===== config.mk =====
export PLATFORM = sky130hd
export DESIGN_NAME = kdk_ctrl
export DESIGN_NICKNAME = d
export VERILOG_FILES = /design/src/design/kd_tree_knn_k_distance_macros.svh /design/src/design/kdk_pkg.sv /design/src/design/kdk_ctrl.sv
export SDC_FILE = /design/constraint.sdc
export NUM_CORES = 1
export LEC_CHECK = 0
export ABC_CLOCK_PERIOD_IN_PS = 1000
export BUFFER_PORTS_ARGS = -buffer_cell sky130_fd_sc_hd__buf_2
export CORE_AREA = 4 4 41 43
export DETAILED_ROUTE_END_ITERATION = 8
export DIE_AREA = 0 0 45 47
export HOLD_SLACK_MARGIN = 0.03
export PLACE_DENSITY = 0.62
export SYNTH_ARGS = -nofsm -noshare
export SYNTH_HDL_FRONTEND = slang
export SYNTH_SLANG_ARGS = --single-unit

===== constraint.sdc =====
create_clock -name clk -period 1 [get_ports clk]
set_input_delay 0.15 -clock clk [delete_from_list [all_inputs] [get_ports clk]]
set_output_delay 0.15 -clock clk [all_outputs]
set_load 0.01 [all_outputs]

===== src/design/kd_tree_knn_k_distance_macros.svh =====
// Assertion macros for the kd-tree k-distance block.
// Used by the top level; the clock is clk and the reset is arst_n.
`ifndef KD_TREE_KNN_K_DISTANCE_MACROS_SVH
`define KD_TREE_KNN_K_DISTANCE_MACROS_SVH

// Condition implies consequence in the same cycle.
`define KDK_ASSERT_IMP(lbl, cond, conseq, msg) \
	lbl: assert property (@(posedge clk) disable iff (!arst_n) (cond) |-> (conseq)) \
		else $error(msg);

// Condition implies consequence in the next cycle.
`define KDK_ASSERT_NXT(lbl, cond, conseq, msg) \
	lbl: assert property (@(posedge clk) disable iff (!arst_n) (cond) |=> (conseq)) \
		else $error(msg);

`endif


===== src/design/kdk_pkg.sv =====
// Shared constants, codes and controller/datapath interface types.
// No dependencies; used by kdk_ctrl, kdk_path and the top level of the kd-tree k-distance block.
package kdk_pkg;

	localparam int DEF_MAX_POINTS = 1024;
	localparam int DEF_MAX_K = 16;
	localparam int DEF_MAX_DIMS = 4;
	localparam int DEF_COORD_BITS = 16;

	localparam int POS_W = 10;
	localparam int COORD_IN_W = 16;
	localparam int DIST_OUT_W = 18;
	localparam int OP_W = 2;
	localparam int CFG_W = 11;
	localparam int CFG_IDX_W = 2;
	localparam int IN_TDATA_W = 88;
	localparam int OUT_TDATA_W = 32;

	localparam logic [OP_W-1:0] OP_LOAD_POINT = 2'd0;
	localparam logic [OP_W-1:0] OP_LOAD_SLOT = 2'd1;
	localparam logic [OP_W-1:0] OP_QUERY = 2'd2;

	localparam logic [CFG_IDX_W-1:0] REG_POINT_COUNT = 2'd0;
	localparam logic [CFG_IDX_W-1:0] REG_NEIGHBOR_COUNT = 2'd1;
	localparam logic [CFG_IDX_W-1:0] REG_DIMS_IN_USE = 2'd2;

	typedef struct packed {
		logic wr_point;
		logic wr_slot;
		logic tgt_read;
		logic query_init;
		logic top_read;
		logic node_read;
		logic dist_step;
		logic insert;
		logic pop_step;
		logic sqrt_start;
		logic out_load;
	} kdk_cmd_t;

	typedef struct packed {
		logic stack_empty;
		logic top_phase;
		logic dist_done;
		logic sqrt_done;
	} kdk_sts_t;

endpackage


===== src/design/kdk_ctrl.sv =====
// Query sequencer: intake, tree walk steps, square root and result hand-off.
// Depends on kdk_pkg; drives the datapath through kdk_cmd_t.
module kdk_ctrl
	import kdk_pkg::*;
(
	input  logic            clk,
	input  logic            arst_n,
	input  logic            in_valid,
	input  logic [OP_W-1:0] in_op,
	output logic            in_ready,
	input  logic            out_free,
	input  kdk_sts_t        sts,
	output kdk_cmd_t        cmd
);

	localparam logic [3:0] ST_IDLE = 4'd0;
	localparam logic [3:0] ST_TGT = 4'd1;
	localparam logic [3:0] ST_POP = 4'd2;
	localparam logic [3:0] ST_NODE = 4'd3;
	localparam logic [3:0] ST_DIST = 4'd4;
	localparam logic [3:0] ST_INS = 4'd5;
	localparam logic [3:0] ST_SQRT = 4'd6;
	localparam logic [3:0] ST_OUT = 4'd7;

	logic [3:0] state_q;
	logic [3:0] state_d;
	logic       accept;

	assign in_ready = (state_q == ST_IDLE);
	assign accept = in_valid && in_ready;

	always_comb begin
		cmd = '0;
		state_d = state_q;
		case (state_q)
			ST_IDLE: begin
				if (accept) begin
					cmd.wr_point = (in_op == OP_LOAD_POINT);
					cmd.wr_slot = (in_op == OP_LOAD_SLOT);
					if (in_op == OP_QUERY) begin
						cmd.tgt_read = 1'b1;
						state_d = ST_TGT;
					end
				end
			end
			ST_TGT: begin
				cmd.query_init = 1'b1;
				state_d = ST_POP;
			end
			ST_POP: begin
				if (sts.stack_empty) begin
					cmd.sqrt_start = 1'b1;
					state_d = ST_SQRT;
				end else if (!sts.top_phase) begin
					cmd.top_read = 1'b1;
					state_d = ST_NODE;
				end else begin
					cmd.pop_step = 1'b1;
				end
			end
			ST_NODE: begin
				cmd.node_read = 1'b1;
				state_d = ST_DIST;
			end
			ST_DIST: begin
				cmd.dist_step = 1'b1;
				if (sts.dist_done) begin
					state_d = ST_INS;
				end
			end
			ST_INS: begin
				cmd.insert = 1'b1;
				state_d = ST_POP;
			end
			ST_SQRT: begin
				if (sts.sqrt_done) begin
					state_d = ST_OUT;
				end
			end
			ST_OUT: begin
				if (out_free) begin
					cmd.out_load = 1'b1;
					state_d = ST_IDLE;
				end
			end
			default: begin
				state_d = ST_IDLE;
			end
		endcase
	end

	always_ff @(posedge clk or negedge arst_n) begin
		if (!arst_n) begin
			state_q <= ST_IDLE;
		end else begin
			state_q <= state_d;
		end
	end

endmodule


==> qor.txt <==
status - finished, violations left
failing checks - setup timing
critical path class - reg2out
cells after synthesis - 37
Non-Filler Instances - 96
final WL - 1320 um
root buffer cell - clkbuf_4
DRT antenna net count - 0
period utilization - 1.49
Post-Synthesis Cell Area - 315 um2
total track usage - 0.150
Area Growth Syn to Fin - 133%
hold slack - 0.114 ns
Ports - 22
WL per Instance - 13.7 um
Crit. End Element - output port
final worst slack - -0.489 ns
die area - 0.00212 mm2
largest cells by area after synthesis - dfrtp_1, nor2_1, nor3_4, a221oi_2, nand2_1
H-Tree Depth - 1
post-route core utilization - 0.565
most frequent cell after synthesis - nor2_1
Synth Flop Type - dfrtp_1
RSZ-0062 raised after global routing - yes
core box area - 0.00130 mm2
Die Ht - 47 um
DR DRC count - 0
total power - 2.17 mW
CP Cell Sequence - buf_6 > nor3_4 > and4bb_1 > buf_2
Area after DPL - 510 um2
Data required, critical path - 0.85 ns
Async SR Flop Fraction - 1.00
GP Congestion - 0.721
area of the multi-input gates - 277 um2
Largest Register - state_q
worst slack at placement - -0.290 ns
Worst slew margin - 0.853
Avg Inst Size Synth - 8.52 um2
Final Skew - 0.00770 ns
critical path peak fanout - 5
Synthesized Nets - 47
setup TNS - -5.20 ns
Clk pin slew, worst setup/hold paths - 0.05 ns
biggest regs - state_q x3
PD cells - 2960 mW/mm2
slowest CP cell - dfrtp_1
WP buf/inv - 2
antenna cells - 0
element type at the critical path start - flop
delay-heaviest family, CP - flip-flops
site row count - 13
clock tree from TritonCTS - yes
worst-margin pin slew - 0.221 ns
crit path DAT - 1.34 ns
GR Overflow Total - 0
CTS Buffer Depth - 2
Hold Crit Class - in2reg
Post-synth EDFFs - 0
final hold vios - 0
Max Fclk - 672 MHz
routed vias - 449
number of antenna violations at the first check in global routing - 0
final-report max-slew violation count - 0
sequential fraction of the synthesis area - 0.238
fin crit period - 1.49 ns
largest net degree at the start of global routing - 7
Yosys cell types - 25
layout cell share with drive strength beyond 1 - 0.753
max FFs per register - 3
Clock Latency Late Sink - 0.25 ns
DRT iter0 DRCs - 4
Final nets - 92
Initial Util - 0.242
port bufs - 21
first-pass GRT wire length - 2150 um
number of synthesized register bits - 3
cts bufs inserted - 3
Fillers - 122
Yosys top cell area share - 0.238
Final setup viols - 14
synth warn - 0
register area - 76.3 um2
leakage power - 0.368 nW
vias in the first global route - 469
Die W - 45 um
Finished Cell Area - 736 um2
Detailed Routing Iterations Pass 1 - 4
Max-Cap Viols - 0
Post-synth top cells - nor2_1, nand2_1, dfrtp_1
via/cell ratio - 4.68
Clock Sinks - 3
HPWL after DPL - 756 um
VDD IR max - 1.51 mV
dpl cells - 80
Critical Path Max Stage Delay - 0.41 ns
Synth area leader - dfrtp_1
==> report_power, final <==
part           switching [mW]  total, mW  internal (mW)
combinational           0.690       1.66          0.971
sequential             0.0859      0.273          0.187
clock                  0.0881      0.239          0.151
total                   0.864       2.17           1.31
==> area by class of cell <==
type	instances	area share
timing repair buffer	43	0.454
inverter	1	0.00510
multi-input combinational	30	0.376
clock buffer	4	0.0357
tap	15	0.0255
sequential	3	0.104
==> metal layers <==
metal,vias up,part of all wire,GRT usage
met4,0,0.052,0.129
met2,20,0.53,0.274
met3,6,0.076,0.0268
met5,-,0,0
li1,223,-,-
met1,200,0.34,0.144
==> cells by family after synthesis <==
family                 Yosys count  synth area share
buffers and inverters            4            0.0873
muxes                            1            0.0317
and+or+nand+nor                 24             0.512
AOI/OAI and AO/OA                5             0.131
DFF                              3             0.238
==> final timing paths <==
path / endpoint / from / depth (start not counted) / slack, ns
max: cmd[10] / state_q[1] / 4 / -0.49
min: state_q[0] / out_free / 2 / 0.11
max reg2reg: state_q[0] / state_q[1] / 6 / -0.23
min reg2reg: state_q[2] / state_q[0] / 2 / 0.73
max in group asynchronous: state_q[0] / arst_n / 2 / 0.66
min in group asynchronous: state_q[1] / arst_n / 2 / 0.23
==> worst register-to-register path, stage by stage (launching register included) <==
cell       delay, ns
dfrtp_1         0.41
buf_6           0.15
nor3_4          0.15
buf_4           0.15
buf_6           0.08
nand2_2         0.03
o2bb2ai_1       0.13
==> cell usage in the layout (no fill, tap or decap), types with 2 or more instances in the layout <==
master	netlist	final
buf_2	1	19
buf_4	1	8
buf_6	1	15
clkbuf_4	0	3
dfrtp_1	3	2
nand2_1	4	2
nand2_2	0	2
nor2_1	5	3
nor3b_2	0	2
nor4_2	0	2
==> repair_timing <==
| item | CTS | global route |
|---|---|---|
| buffers inserted | 11 | 1 |
| pin swaps | 13 | 3 |
| resized for setup | 23 | 4 |
| endpoints found under the setup margin | 15 | 15 |
| hold buffers | 1 | 0 |
| endpoints found under the hold margin | 3 | 0 |
Power figures use the tool's default switching activity.
